===== config.mk =====
export PLATFORM = sky130hd
export DESIGN_NAME = waveform_amplitude_from_rms_core
export DESIGN_NICKNAME = d
export VERILOG_FILES = /design/src/hdl/wafr_pkg.sv /design/src/hdl/wafr_queue.sv /design/src/hdl/wafr_front.sv /design/src/hdl/wafr_back.sv /design/src/hdl/waveform_amplitude_from_rms_core.sv
export SDC_FILE = /design/constraint.sdc
export NUM_CORES = 2
export LEC_CHECK = 0
export BUFFER_PORTS_ARGS = -buffer_cell sky130_fd_sc_hd__buf_2
export CAP_MARGIN = 20
export CORE_AREA = 2 2 323 325
export CTS_BUF_LIST = sky130_fd_sc_hd__clkbuf_4
export CTS_CLUSTER_DIAMETER = 40
export DETAILED_ROUTE_END_ITERATION = 10
export DIE_AREA = 0 0 325 327
export SETUP_SLACK_MARGIN = 0.05
export SYNTH_ARGS = -nofsm -noshare
export SYNTH_HDL_FRONTEND = slang
export SYNTH_SLANG_ARGS = --single-unit

===== constraint.sdc =====
create_clock -name clk_i -period 19.16 [get_ports clk_i]
set_clock_uncertainty 0.1 [all_clocks]
set_input_delay 0.958 -clock clk_i [delete_from_list [all_inputs] [get_ports clk_i]]
set_output_delay 0.958 -clock clk_i [all_outputs]
set_load 0.03 [all_outputs]

===== src/hdl/wafr_pkg.sv =====
// Shared types, constants and helpers for the waveform amplitude core.
package wafr_pkg;

  // ADC code width; fixed by the sample port
  localparam int unsigned SAMPLE_BITS = 12;
  // Default sample-count bound per block
  localparam int unsigned MAX_SAMPLES_DEF = 4096;
  // Block snapshots buffered between front and back
  localparam int unsigned QUEUE_DEPTH = 4;

  localparam int unsigned AMP_BITS = 18;
  localparam int unsigned CNT_BITS = 13;
  localparam int unsigned KFAC_BITS = 18;
  localparam logic [AMP_BITS-1:0] AMP_MAX = '1;
  localparam logic [CNT_BITS-1:0] CNT_MAX = '1;

  // waveform_kind codes
  localparam logic [1:0] WAVE_SINE     = 2'd0;
  localparam logic [1:0] WAVE_SQUARE   = 2'd1;
  localparam logic [1:0] WAVE_TRIANGLE = 2'd2;

  // (65536 * 3.3 / 4096 * 5) squared, the 5 undoing the divide by 5n: 69696 per unit of k
  localparam logic [KFAC_BITS-1:0] KFAC_SQUARE   = 18'd69696;
  localparam logic [KFAC_BITS-1:0] KFAC_SINE     = 18'd139392;
  localparam logic [KFAC_BITS-1:0] KFAC_TRIANGLE = 18'd209088;

  typedef struct packed {
    logic empty;
    logic full;
  } q_status_t;

  typedef enum logic [2:0] {
    S_IDLE,
    S_MUL_NQ,
    S_MUL_SS,
    S_MUL_K,
    S_SQRT,
    S_DIV,
    S_DONE
  } back_state_e;

  // Scaled waveform factor; the unused code behaves as sine
  function automatic logic [KFAC_BITS-1:0] k_factor(input logic [1:0] kind);
    logic [KFAC_BITS-1:0] f;
    unique case (kind)
      WAVE_SQUARE:   f = KFAC_SQUARE;
      WAVE_TRIANGLE: f = KFAC_TRIANGLE;
      default:       f = KFAC_SINE;
    endcase
    return f;
  endfunction

endpackage


===== src/hdl/wafr_queue.sv =====
// Small register FIFO carrying block snapshots from front to back.
module wafr_queue import wafr_pkg::*; #(
  parameter int unsigned WIDTH = 8,
  parameter int unsigned DEPTH = QUEUE_DEPTH
) (
  input  logic             clk_i,
  input  logic             rst_ni,
  input  logic             push_i,
  input  logic [WIDTH-1:0] data_i,
  input  logic             pop_i,
  output logic [WIDTH-1:0] data_o,
  output q_status_t        status_o
);

  localparam int unsigned AW = (DEPTH > 1) ? $clog2(DEPTH) : 1;
  localparam int unsigned CW = $clog2(DEPTH + 1);

  logic [WIDTH-1:0] mem_q [DEPTH];
  logic [AW-1:0]    wr_ptr_q, wr_ptr_d, rd_ptr_q, rd_ptr_d;
  logic [CW-1:0]    fill_q, fill_d;

  assign status_o.empty = (fill_q == '0);
  assign status_o.full  = (fill_q == CW'(DEPTH));
  assign data_o         = mem_q[rd_ptr_q];

  always_comb begin
    wr_ptr_d = wr_ptr_q;
    rd_ptr_d = rd_ptr_q;
    fill_d   = fill_q;
    if (push_i) begin
      wr_ptr_d = (wr_ptr_q == AW'(DEPTH - 1)) ? '0 : wr_ptr_q + 1'b1;
    end
    if (pop_i) begin
      rd_ptr_d = (rd_ptr_q == AW'(DEPTH - 1)) ? '0 : rd_ptr_q + 1'b1;
    end
    if (push_i && !pop_i) begin
      fill_d = fill_q + 1'b1;
    end else if (pop_i && !push_i) begin
      fill_d = fill_q - 1'b1;
    end
  end

  always_ff @(posedge clk_i or negedge rst_ni) begin
    if (!rst_ni) begin
      wr_ptr_q <= '0;
      rd_ptr_q <= '0;
      fill_q   <= '0;
    end else begin
      wr_ptr_q <= wr_ptr_d;
      rd_ptr_q <= rd_ptr_d;
      fill_q   <= fill_d;
    end
  end

  always_ff @(posedge clk_i) begin
    if (push_i) begin
      mem_q[wr_ptr_q] <= data_i;
    end
  end

endmodule


===== src/hdl/wafr_front.sv =====
// Front end: per-sample accumulation of count, sum and sum of squares.
module wafr_front import wafr_pkg::*; #(
  parameter int unsigned MAX_SAMPLES = MAX_SAMPLES_DEF
) (
  input  logic                                 clk_i,
  input  logic                                 rst_ni,
  input  logic                                 in_valid_i,
  output logic                                 in_stall_o,
  input  logic [SAMPLE_BITS-1:0]               sample_i,
  input  logic                                 last_i,
  input  q_status_t                            q_status_i,
  output logic                                 push_o,
  output logic [$clog2(MAX_SAMPLES+1)-1:0]     n_o,
  output logic [SAMPLE_BITS+$clog2(MAX_SAMPLES+1)-1:0]   sum_o,
  output logic [2*SAMPLE_BITS+$clog2(MAX_SAMPLES+1)-1:0] sq_o,
  output logic                                 ovf_o
);

  localparam int unsigned CW = $clog2(MAX_SAMPLES + 1);
  localparam int unsigned SW = SAMPLE_BITS + CW;
  localparam int unsigned QW = 2 * SAMPLE_BITS + CW;

  logic [CW-1:0]  count_q, count_d;
  logic [SW-1:0]  sum_q, sum_d;
  logic [QW-1:0]  sq_q, sq_d;
  logic           ovf_q, ovf_d;
  logic           accept, room;
  logic [2*SAMPLE_BITS-1:0] sample_sq;

  // a full queue holds off every sample, so a closing sample always has room
  assign in_stall_o = q_status_i.full;
  assign accept     = in_valid_i & ~in_stall_o;
  assign room       = (count_q < CW'(MAX_SAMPLES));
  assign sample_sq  = sample_i * sample_i;

  // block totals including the current sample
  assign n_o    = room ? count_q + 1'b1 : count_q;
  assign sum_o  = room ? sum_q + SW'(sample_i) : sum_q;
  assign sq_o   = room ? sq_q + QW'(sample_sq) : sq_q;
  assign ovf_o  = ovf_q | ~room;
  assign push_o = accept & last_i;

  always_comb begin
    count_d = count_q;
    sum_d   = sum_q;
    sq_d    = sq_q;
    ovf_d   = ovf_q;
    if (accept) begin
      if (last_i) begin
        count_d = '0;
        sum_d   = '0;
        sq_d    = '0;
        ovf_d   = 1'b0;
      end else begin
        count_d = n_o;
        sum_d   = sum_o;
        sq_d    = sq_o;
        ovf_d   = ovf_o;
      end
    end
  end

  always_ff @(posedge clk_i or negedge rst_ni) begin
    if (!rst_ni) begin
      count_q <= '0;
      sum_q   <= '0;
      sq_q    <= '0;
      ovf_q   <= 1'b0;
    end else begin
      count_q <= count_d;
      sum_q   <= sum_d;
      sq_q    <= sq_d;
      ovf_q   <= ovf_d;
    end
  end

endmodule


===== src/hdl/wafr_back.sv =====
// Back end: variance, waveform scaling, square root and divide, one block at a time.
module wafr_back import wafr_pkg::*; #(
  parameter int unsigned MAX_SAMPLES = MAX_SAMPLES_DEF
) (
  input  logic                                 clk_i,
  input  logic                                 rst_ni,
  input  q_status_t                            q_status_i,
  output logic                                 pop_o,
  input  logic [$clog2(MAX_SAMPLES+1)-1:0]     n_i,
  input  logic [SAMPLE_BITS+$clog2(MAX_SAMPLES+1)-1:0]   sum_i,
  input  logic [2*SAMPLE_BITS+$clog2(MAX_SAMPLES+1)-1:0] sq_i,
  input  logic                                 ovf_i,
  input  logic [1:0]                           waveform_kind_i,
  output logic                                 out_valid_o,
  input  logic                                 out_stall_i,
  output logic [AMP_BITS-1:0]                  amplitude_o,
  output logic [CNT_BITS-1:0]                  sample_count_o,
  output logic                                 overflow_o
);

  localparam int unsigned CW  = $clog2(MAX_SAMPLES + 1);
  localparam int unsigned SW  = SAMPLE_BITS + CW;
  localparam int unsigned QW  = 2 * SAMPLE_BITS + CW;
  localparam int unsigned DW  = 2 * SW;                 // n*Q and S*S both fit
  localparam int unsigned XW  = DW + KFAC_BITS;
  localparam int unsigned RW  = (XW + 1) / 2;           // root width
  localparam int unsigned XP  = 2 * RW;                 // radicand, even width
  localparam int unsigned MW  = (SW > KFAC_BITS) ? SW : KFAC_BITS;
  localparam int unsigned DVW = CW + 3;                 // 5*n
  localparam int unsigned RMW = RW + 2;
  localparam int unsigned IW  = $clog2(RW + 1);

  back_state_e state_q, state_d;

  logic [CW-1:0]        n_q, n_d;
  logic [SW-1:0]        s_q, s_d;
  logic                 ovf_q, ovf_d;
  logic [KFAC_BITS-1:0] kfac_q, kfac_d;
  logic [DVW-1:0]       div_q, div_d;
  logic [DW-1:0]        nq_q, nq_d;
  logic [XP-1:0]        acc_q, acc_d;
  logic [XP-1:0]        mcand_q, mcand_d;
  logic [MW-1:0]        mplier_q, mplier_d;
  logic [RMW-1:0]       srem_q, srem_d;
  logic [RW-1:0]        root_q, root_d;
  logic [DVW:0]         drem_q, drem_d;
  logic [IW-1:0]        iter_q, iter_d;

  logic                  out_valid_q, out_valid_d;
  logic [AMP_BITS-1:0]   amp_q, amp_d;
  logic [CNT_BITS-1:0]   cnt_q, cnt_d;
  logic                  oflag_q, oflag_d;

  logic            mul_done, iter_last, out_free;
  logic [XP-1:0]   acc_step;
  logic [RMW-1:0]  srem_sh, strial;
  logic            sge;
  logic [DVW:0]    dsh, dvs;
  logic            dge;

  assign mul_done  = (mplier_q == '0);
  assign acc_step  = acc_q + (mplier_q[0] ? mcand_q : '0);
  assign iter_last = (iter_q == IW'(RW - 1));
  assign out_free  = ~out_valid_q | ~out_stall_i;

  // restoring square root, two radicand bits per cycle
  assign srem_sh = {srem_q[RMW-3:0], acc_q[XP-1 -: 2]};
  assign strial  = {root_q, 2'b01};
  assign sge     = (srem_sh >= strial);

  // restoring divide of the root by 5n, quotient shifts into root_q
  assign dsh = {drem_q[DVW-1:0], root_q[RW-1]};
  assign dvs = {1'b0, div_q};
  assign dge = (dsh >= dvs);

  // next state
  always_comb begin
    state_d = state_q;
    unique case (state_q)
      S_IDLE:   if (!q_status_i.empty) state_d = S_MUL_NQ;
      S_MUL_NQ: if (mul_done) state_d = S_MUL_SS;
      S_MUL_SS: if (mul_done) state_d = S_MUL_K;
      S_MUL_K:  if (mul_done) state_d = S_SQRT;
      S_SQRT:   if (iter_last) state_d = S_DIV;
      S_DIV:    if (iter_last) state_d = S_DONE;
      S_DONE:   if (out_free) state_d = S_IDLE;
      default:  state_d = S_IDLE;
    endcase
  end

  // datapath and outputs
  always_comb begin
    pop_o       = 1'b0;
    n_d         = n_q;
    s_d         = s_q;
    ovf_d       = ovf_q;
    kfac_d      = kfac_q;
    div_d       = div_q;
    nq_d        = nq_q;
    acc_d       = acc_q;
    mcand_d     = mcand_q;
    mplier_d    = mplier_q;
    srem_d      = srem_q;
    root_d      = root_q;
    drem_d      = drem_q;
    iter_d      = iter_q;
    amp_d       = amp_q;
    cnt_d       = cnt_q;
    oflag_d     = oflag_q;
    out_valid_d = out_valid_q;

    if (out_valid_q && !out_stall_i) begin
      out_valid_d = 1'b0;
    end

    unique case (state_q)
      S_IDLE: begin
        if (!q_status_i.empty) begin
          pop_o    = 1'b1;
          n_d      = n_i;
          s_d      = sum_i;
          ovf_d    = ovf_i;
          kfac_d   = k_factor(waveform_kind_i);
          div_d    = DVW'({n_i, 2'b00}) + DVW'(n_i);
          acc_d    = '0;
          mcand_d  = XP'(sq_i);
          mplier_d = MW'(n_i);
        end
      end
      S_MUL_NQ, S_MUL_SS, S_MUL_K: begin
        if (!mul_done) begin
          acc_d    = acc_step;
          mcand_d  = mcand_q << 1;
          mplier_d = mplier_q >> 1;
        end else if (state_q == S_MUL_NQ) begin
          nq_d     = acc_q[DW-1:0];
          acc_d    = '0;
          mcand_d  = XP'(s_q);
          mplier_d = MW'(s_q);
        end else if (state_q == S_MUL_SS) begin
          // D = n*Q - S*S, n^2 times the population variance
          acc_d    = '0;
          mcand_d  = XP'(nq_q - acc_q[DW-1:0]);
          mplier_d = MW'(kfac_q);
        end else begin
          srem_d = '0;
          root_d = '0;
          iter_d = '0;
        end
      end
      S_SQRT: begin
        acc_d  = acc_q << 2;
        srem_d = sge ? srem_sh - strial : srem_sh;
        root_d = {root_q[RW-2:0], sge};
        iter_d = iter_q + 1'b1;
        if (iter_last) begin
          iter_d = '0;
          drem_d = '0;
        end
      end
      S_DIV: begin
        drem_d = dge ? dsh - dvs : dsh;
        root_d = {root_q[RW-2:0], dge};
        iter_d = iter_q + 1'b1;
      end
      S_DONE: begin
        if (out_free) begin
          out_valid_d = 1'b1;
          amp_d   = (64'(root_q) > 64'(AMP_MAX)) ? AMP_MAX : AMP_BITS'(root_q);
          cnt_d   = (32'(n_q) > 32'(CNT_MAX)) ? CNT_MAX : CNT_BITS'(n_q);
          oflag_d = ovf_q;
        end
      end
      default: ;
    endcase
  end

  assign out_valid_o    = out_valid_q;
  assign amplitude_o    = amp_q;
  assign sample_count_o = cnt_q;
  assign overflow_o     = oflag_q;

  always_ff @(posedge clk_i or negedge rst_ni) begin
    if (!rst_ni) begin
      state_q     <= S_IDLE;
      out_valid_q <= 1'b0;
      iter_q      <= '0;
    end else begin
      state_q     <= state_d;
      out_valid_q <= out_valid_d;
      iter_q      <= iter_d;
    end
  end

  always_ff @(posedge clk_i) begin
    n_q      <= n_d;
    s_q      <= s_d;
    ovf_q    <= ovf_d;
    kfac_q   <= kfac_d;
    div_q    <= div_d;
    nq_q     <= nq_d;
    acc_q    <= acc_d;
    mcand_q  <= mcand_d;
    mplier_q <= mplier_d;
    srem_q   <= srem_d;
    root_q   <= root_d;
    drem_q   <= drem_d;
    amp_q    <= amp_d;
    cnt_q    <= cnt_d;
    oflag_q  <= oflag_d;
  end

endmodule


===== src/hdl/waveform_amplitude_from_rms_core.sv =====
// Top level of the waveform peak-amplitude meter (RMS times crest factor).
//
// Samples stream in one per cycle unless the input is held off; the front
// end keeps the count, sum and sum of squares of the current block and, on
// the transaction flagged last, pushes a snapshot of the block into a
// four-entry queue. The back end pops one snapshot at a time and works it
// through a shift-add multiplier (n*Q, S*S, then D times the scaled waveform
// factor), a radix-4 restoring square root and a restoring divide by 5n,
// each one bit per cycle. The root is RW bits wide (34 at the default bound
// of 4096 samples). The input is held off only while four finished blocks
// sit in the queue; the result sits in an output register, so the back end
// can start the next block while a result waits. Samples past MAX_SAMPLES
// in one block are dropped and flag overflow. The waveform kind is written
// over its own port (always ready) and should only change while no block is
// in flight.
module waveform_amplitude_from_rms_core import wafr_pkg::*; #(
  parameter int unsigned MAX_SAMPLES = MAX_SAMPLES_DEF
) (
  input  logic                   clk_i,
  input  logic                   rst_ni,
  // sample stream
  input  logic                   in_valid_i,
  output logic                   in_stall_o,
  input  logic [SAMPLE_BITS-1:0] sample_i,
  input  logic                   last_i,
  // result stream
  output logic                   out_valid_o,
  input  logic                   out_stall_i,
  output logic [AMP_BITS-1:0]    amplitude_o,
  output logic [CNT_BITS-1:0]    sample_count_o,
  output logic                   overflow_o,
  // waveform kind register
  input  logic                   cfg_valid_i,
  output logic                   cfg_ready_o,
  input  logic [1:0]             cfg_waveform_kind_i
);

  localparam int unsigned CW = $clog2(MAX_SAMPLES + 1);
  localparam int unsigned SW = SAMPLE_BITS + CW;
  localparam int unsigned QW = 2 * SAMPLE_BITS + CW;
  localparam int unsigned PW = 1 + CW + SW + QW;

  logic [1:0]    waveform_kind_q;
  q_status_t     q_status;
  logic          q_push, q_pop;
  logic [PW-1:0] q_wdata, q_rdata;

  logic [CW-1:0] f_n, b_n;
  logic [SW-1:0] f_sum, b_sum;
  logic [QW-1:0] f_sq, b_sq;
  logic          f_ovf, b_ovf;

  // Config register: always ready, one transaction per valid cycle
  assign cfg_ready_o = 1'b1;

  always_ff @(posedge clk_i or negedge rst_ni) begin
    if (!rst_ni) begin
      waveform_kind_q <= WAVE_SINE;
    end else if (cfg_valid_i && cfg_ready_o) begin
      waveform_kind_q <= cfg_waveform_kind_i;
    end
  end

  wafr_front #(
    .MAX_SAMPLES(MAX_SAMPLES)
  ) u_front (
    .clk_i      (clk_i),
    .rst_ni     (rst_ni),
    .in_valid_i (in_valid_i),
    .in_stall_o (in_stall_o),
    .sample_i   (sample_i),
    .last_i     (last_i),
    .q_status_i (q_status),
    .push_o     (q_push),
    .n_o        (f_n),
    .sum_o      (f_sum),
    .sq_o       (f_sq),
    .ovf_o      (f_ovf)
  );

  // Block snapshot: overflow, count, sum, sum of squares
  assign q_wdata = {f_ovf, f_n, f_sum, f_sq};
  assign {b_ovf, b_n, b_sum, b_sq} = q_rdata;

  wafr_queue #(
    .WIDTH(PW),
    .DEPTH(QUEUE_DEPTH)
  ) u_queue (
    .clk_i    (clk_i),
    .rst_ni   (rst_ni),
    .push_i   (q_push),
    .data_i   (q_wdata),
    .pop_i    (q_pop),
    .data_o   (q_rdata),
    .status_o (q_status)
  );

  wafr_back #(
    .MAX_SAMPLES(MAX_SAMPLES)
  ) u_back (
    .clk_i           (clk_i),
    .rst_ni          (rst_ni),
    .q_status_i      (q_status),
    .pop_o           (q_pop),
    .n_i             (b_n),
    .sum_i           (b_sum),
    .sq_i            (b_sq),
    .ovf_i           (b_ovf),
    .waveform_kind_i (waveform_kind_q),
    .out_valid_o     (out_valid_o),
    .out_stall_i     (out_stall_i),
    .amplitude_o     (amplitude_o),
    .sample_count_o  (sample_count_o),
    .overflow_o      (overflow_o)
  );

  // A block snapshot is never pushed into a full queue
  assert property (@(posedge clk_i) disable iff (!rst_ni)
    !(q_push && q_status.full))
    else $error("snapshot pushed into full queue");

  // The back end only pops a non-empty queue
  assert property (@(posedge clk_i) disable iff (!rst_ni)
    !(q_pop && q_status.empty))
    else $error("pop from empty queue");

  // A closing sample leaves at least one snapshot queued
  assert property (@(posedge clk_i) disable iff (!rst_ni)
    (in_valid_i && !in_stall_o && last_i) |=> !q_status.empty)
    else $error("closing transaction lost");

  // Every reported block holds at least one sample
  assert property (@(posedge clk_i) disable iff (!rst_ni)
    out_valid_o |-> (sample_count_o != '0))
    else $error("result with zero sample count");

endmodule

* After elaboration in Yosys (flattened, before gate mapping)
Memories as Yosys holds them, arrays and structs flattened. Index checks and enable logic that the tools add are counted.
Cells by class: order comparisons 4, eq/ne operators 23, multiplexer cells 60, multipliers 1, $add $sub $neg 13, reduce and logical (&&, ||, !) cells 25, bitwise operators 9
Operators by type and width (count):
- $mux 68 | 9
- $mux 34 | 7
- $pmux 68 s3 | 1
- $mux 25 | 6
- $pmux 68 s2 | 1
- $pmux 34 s3 | 1
- $mux 37 | 2
- $add 68x68->68 | 1
- $pmux 34 s2 | 1
- $sub 50x50->51 | 1
- $pmux 25 s2 | 1
- $add 37x24->37 | 1
- $ge 36x36->1 | 1
- $pmux 18 s2 | 1
- $gt 34x18->1 const B | 1
- $sub 34x34->34 | 1
- $mux 16 | 2
- $pmux 16 s2 | 1
- $mux 3 | 9
- $mux 13 | 2
- $add 25x12->25 | 1
- $logic_not 25->1 | 1
- $mul 12x12->24 | 1
- $mux 6 | 4
- 35 further kinds | 78
Storage, ports and cells: RAM bits 304, bits in registers 495, memories kept 1, bits of input ports 20, output and inout port bits 35, logic and storage cells 162
Memories:
- u_queue.mem_q | words 4, width 76, rd ports 1, clocked after memory_dff 0, wr ports 1, RTL line wafr_queue.sv:18 | logic [WIDTH-1:0] mem_q [DEPTH];

* Longest topological paths before layout
depth in word-level cells 8, mapped depth 25, mapped depth without buffers 24

* Hierarchy
A second synthesis with hierarchy kept.
Unflattened totals: cells, all modules 4167, area, all modules 46634.7 sq um
Modules (own cells, without submodules):
- wafr_back | cells an instance 2608, area each 25574.5 sq um, times used 1, sequential area each 11721.2 sq um
- wafr_queue | cells an instance 435, area each 11394.7 sq um, times used 1, sequential area each 9303.9 sq um
- wafr_front | cells an instance 1118, area each 9581.7 sq um, times used 1, sequential area each 1901.8 sq um
- waveform_amplitude_from_rms_core | cells an instance 6, area each 83.8 sq um, times used 1, sequential area each 50.0 sq um

* Worst setup path before layout
Ideal clock, no wire load.
kind register -> register, from register u_back.mplier_q[0], to register u_back.acc_q[0], enable pin, required time 18.457 ns, period minus slack after synthesis 6.848 ns, library setup time 0.603 ns, arrival 6.145 ns, path slack 12.312 ns, cell stages (with the launch flop) 7, path buffers 1, cells stage by stage edfxtp_1 -> nor4_1 -> nand4_1 -> nor2_1 -> clkbuf_1 -> a21o_1 -> a221oi_1
Between the ends: word-level cells in the longest chain between the ends 3
Ends and longest elaborated chain:
- start, declared | RTL line wafr_back.sv:43 | logic [MW-1:0] mplier_q, mplier_d;
- start signal, assigned | RTL line wafr_back.sv:204 | mplier_q <= mplier_d;
- $logic_not 25->1 | RTL line wafr_back.sv:61 | assign mul_done = (mplier_q == '0);
- $ne 4x4->1 (no source line)
- $reduce_and 3->1 (no source line)
- end signal, assigned | RTL line wafr_back.sv:202 | acc_q <= acc_d;
- end, declared | RTL line wafr_back.sv:41 | logic [XP-1:0] acc_q, acc_d;
No other way between the ends. A chain may end at the register's enable or synchronous reset.

* Worst setup path after layout
from input sample_i[9], to memory u_queue.mem_q[2][36] (netlist bit) (data pin)
Between the ends: word-level cells in the longest chain between the ends 3
Ends and longest elaborated chain:
- start, declared | RTL line waveform_amplitude_from_rms_core.sv:24 | input logic [SAMPLE_BITS-1:0] sample_i,
- $mul 12x12->24 | RTL line wafr_front.sv:34 | assign sample_sq = sample_i * sample_i;
- $add 37x24->37 | RTL line wafr_front.sv:39 | assign sq_o = room ? sq_q + QW'(sample_sq) : sq_q;
- $mux 37 | RTL line wafr_front.sv:39
- net f_sq[36] | RTL line waveform_amplitude_from_rms_core.sv:50 | logic [QW-1:0] f_sq, b_sq;
- end, declared | RTL line wafr_queue.sv:18
The timed path passes the listed nets, and every way through them passes these cells.

==> results_dict.tcl <==
set metrics [dict create \
    status "finished, final reports clean" \
    reg2reg_depth 19 \
    slew_violations 0 \
    syn_nets 4490 \
    place.gp.congestion 0.8444 \
    grt_first_pass_wirelength_mm 173.5 \
    portBuffers 53 \
    finalPower_mw 5.780 \
    switching_power_mw 1.958 \
    syn_avg_cell_area_um2 11.24 \
    worst_pin_slew_ps 1080 \
    dp_hpwl_mm 74.32 \
    ioPinCount 55 \
    start_util_pct 44.75 \
    grt_usage_pct 20.33 \
    crit_fanout 12 \
    synth.distinct_cells 78 \
    synth_flop_cell "edfxtp_1" \
    area_growth_syn_to_layout_pct 10.28 \
    p_int_mw 3.822 \
    max_slew_margin_pct 27.25 \
    critPathKind "in -> reg" \
    grt_max_degree 78 \
    core-area_mm2 0.1029 \
    seq_area_mm2 0.02299 \
    finalSetupTns_ps 0 \
    synth_cells 4097 \
    critPathCaptureType "register" \
    setup_viol_count_final 0 \
    viasPerCell 5.399 \
    synth_edf_count 686 \
    layout_commonest_cell "edfxtp_1" \
    synth_seq_cells 781 \
    drtIter0Drc 2035 \
    root_buffer "clkbuf_4" \
    p_per_area_mw_per_mm2 113.8 \
    maxCapViolCount 0 \
    rows 118 \
    cts_tree "built" \
    cp.required_ps 19800 \
    num_vias 31300 \
    arrival_ps 6990 \
    synthArstFlopShare_pct 12.16 \
    drc 0 \
    power_frac_comb_pct 31.2 \
    hold_violations 0 \
    fin_crit_sh_pct 33.15 \
    max-clock-path-buffers 3 \
    leakagePower_nw 20.82 \
    cts_sinks 781 \
    switching_share_pct 33.88 \
    num-fill-cells 9386 \
    ys_seq_area_share_pct 49.90 \
    clock_latency_ps 1090 \
    antenna_found_initial 3 \
    hold_path_class "in -> async" \
    clk_pin_slew_worst_paths_ps 60 \
    startpoint_type "input port" \
    multi_input_area_mm2 0.02115 \
    drt_pass1_iterations 8 \
    drive_gt1_share_pct 13.37 \
    rsz0062_at_grt "false" \
    die_x_um 325 \
    cts_made_buffers 210 \
    yosysWarnings 0 \
    clkPwrFrac_pct 27.5 \
    htree_num_levels 4 \
    most-common-layout-cells "edfxtp_1, inv_1, nand2_1" \
    period_minus_slack_ps 6352 \
    fmax_ghz 0.1574 \
    post_drt_wl_per_cell_um 18.55 \
    p_seq_share_pct 41.3 \
    routed_wl_mm 107.5 \
    nets 4621 \
    ir_drop_mv 0.1049 \
    netlist_area_mm2 0.04605 \
    antenna_left 0 \
    cts.repair.resized 0 \
    dieHeight_um 327 \
    dieArea_mm2 0.1063 \
    grt_overflow 0 \
    holdWs_ps 303.9 \
    grt_pass1_vias 31510 \
]
-- critical path, stage by stage --
cell,delay (ps)
buf_2,220
inv_1,170
nor2_1,230
fa_1,470
fa_1,540
inv_1,50
fa_1,520
inv_1,50
fa_1,520
inv_1,50
fa_1,530
inv_1,40
ha_1,360
a31o_2,280
a21o_1,170
a21oi_1,130
o21ai_0,130
o41ai_1,540
o21bai_1,120
a21oi_1,490
nor4b_1,190
xor2_1,210
-- layer usage --
layer / part of all wire [%] / routed length (um) / track usage [%] / up-vias
met5: 0 / 0 / 0 / -
met4: 2.0 / 2108 / 6.673 / 0
met3: 4.3 / 4607 / 2.979 / 134
met2: 45 / 48600 / 31.56 / 661
met1: 49 / 52210 / 29.39 / 15240
li1: - / - / - / 15260
-- path summary, 6_finish.rpt --
check                                                  start                            endpoint  slack [ps]
worst max-delay path                             sample_i[9]      u_queue.mem_q[2][36]$_DFFE_PP_       12810
worst min-delay path                                  rst_ni         u_front.sq_q[4]$_DFFE_PN0P_         300
worst max register to register  u_front.sq_q[10]$_DFFE_PN0P_      u_queue.mem_q[3][36]$_DFFE_PP_       13400
worst min register to register       u_back.n_q[9]$_DFFE_PP_  u_back.sample_count_o[9]$_DFFE_PP_         320
max in group asynchronous                             rst_ni     u_queue.rd_ptr_q[0]$_DFFE_PN0P_       17190
min in group clk_i                   u_back.n_q[9]$_DFFE_PP_  u_back.sample_count_o[9]$_DFFE_PP_         320
-- cells in the mapped netlist (all sizes together) (25+ instances only) --
cell	instances	area, um2
a211oi	25	187.7
a21o	139	1044
a21oi	232	1165
a22o	26	227.7
and2	111	694.4
and3	43	269.0
buf	32	133.9
clkbuf	144	540.5
dfrtp	95	2377
edfxtp	686	20600
fa	105	2102
ha	268	3353
inv	356	1336
mux2i	42	420.4
mux4	76	1712
nand2	352	1321
nand2b	53	331.6
nand3	57	285.3
nand4	36	225.2
nor2	249	934.7
nor2b	34	212.7
nor3	34	170.2
o21a	25	187.7
o21ai	303	1524
o21bai	38	285.3
o22ai	50	312.8
xnor2	124	1086
xor2	106	928.4
-- logic make-up after synthesis --
group                    after synthesis  share of synthesized area, %
other                                  1                      0.008144
multiplexers                         128                         4.875
flip-flops                           781                         49.90
AO/OA/AOI/OAI                       1016                         13.96
buffers and inverters                532                         4.366
AND/OR/NAND/NOR                     1036                         10.67
XOR/XNOR                             230                         4.375
adder cells (fa/ha/maj)              373                         11.85
-- power by group through the flow --
stage | Clock [mW] | Sequential, mW | Combinational [mW]
3_5_place_dp | 0 | 2.42 | 1.82
2_1_floorplan | 0 | 2.40 | 1.34
3_3_place_gp | 0 | 2.42 | 1.77
5_1_grt | 1.73 | 2.41 | 2.08
6_report | 1.59 | 2.39 | 1.80
4_1_cts | 1.64 | 2.39 | 1.82
-- sequential cells by signal, indices dropped and copies added, names as in the netlist, 11 cells and up --
signal,count
u_back.n_q,11
u_back.s_q,25
u_front.sum_q,25
u_back.amplitude_o,18
u_back.sample_count_o,13
u_front.sq_q,37
u_back.mcand_q,68
u_front.count_q,13
u_back.drem_q,16
u_back.srem_q,34
u_queue.mem_q,304
u_back.nq_q,50
u_back.root_q,34
u_back.acc_q,68
u_back.div_q,16
u_back.mplier_q,25
-- cell type report --
class                      instances  area share (%)
sequential                       781           45.26
multi-input combinational       2784           41.65
clock buffer                     324           4.790
tap                             1380           3.400
inverter                         356           2.631
timing repair buffer              95           1.183
clock inverter                    74           1.067
antenna                            2        0.009856
-- stage by stage --
stage	cell area (um2)	util (%)	worst slack (ps)	std cells
after floorplan	46050	-	12310	4097
after global placement	47730	46.38	11740	5389
after detailed placement	47730	46.38	11750	5389
after CTS	50780	49.34	12930	5794
after global routing	50780	49.35	12380	5796
final	50780	49.35	12810	5796
-- what timing repair did --
| action | CTS | global route |
|---|---|---|
| endpoints found under the hold margin | 37 | 0 |
| setup buffers | 0 | 0 |
| hold buffers | 7 | 0 |
Note: power is estimated with default switching activity, not from simulation.
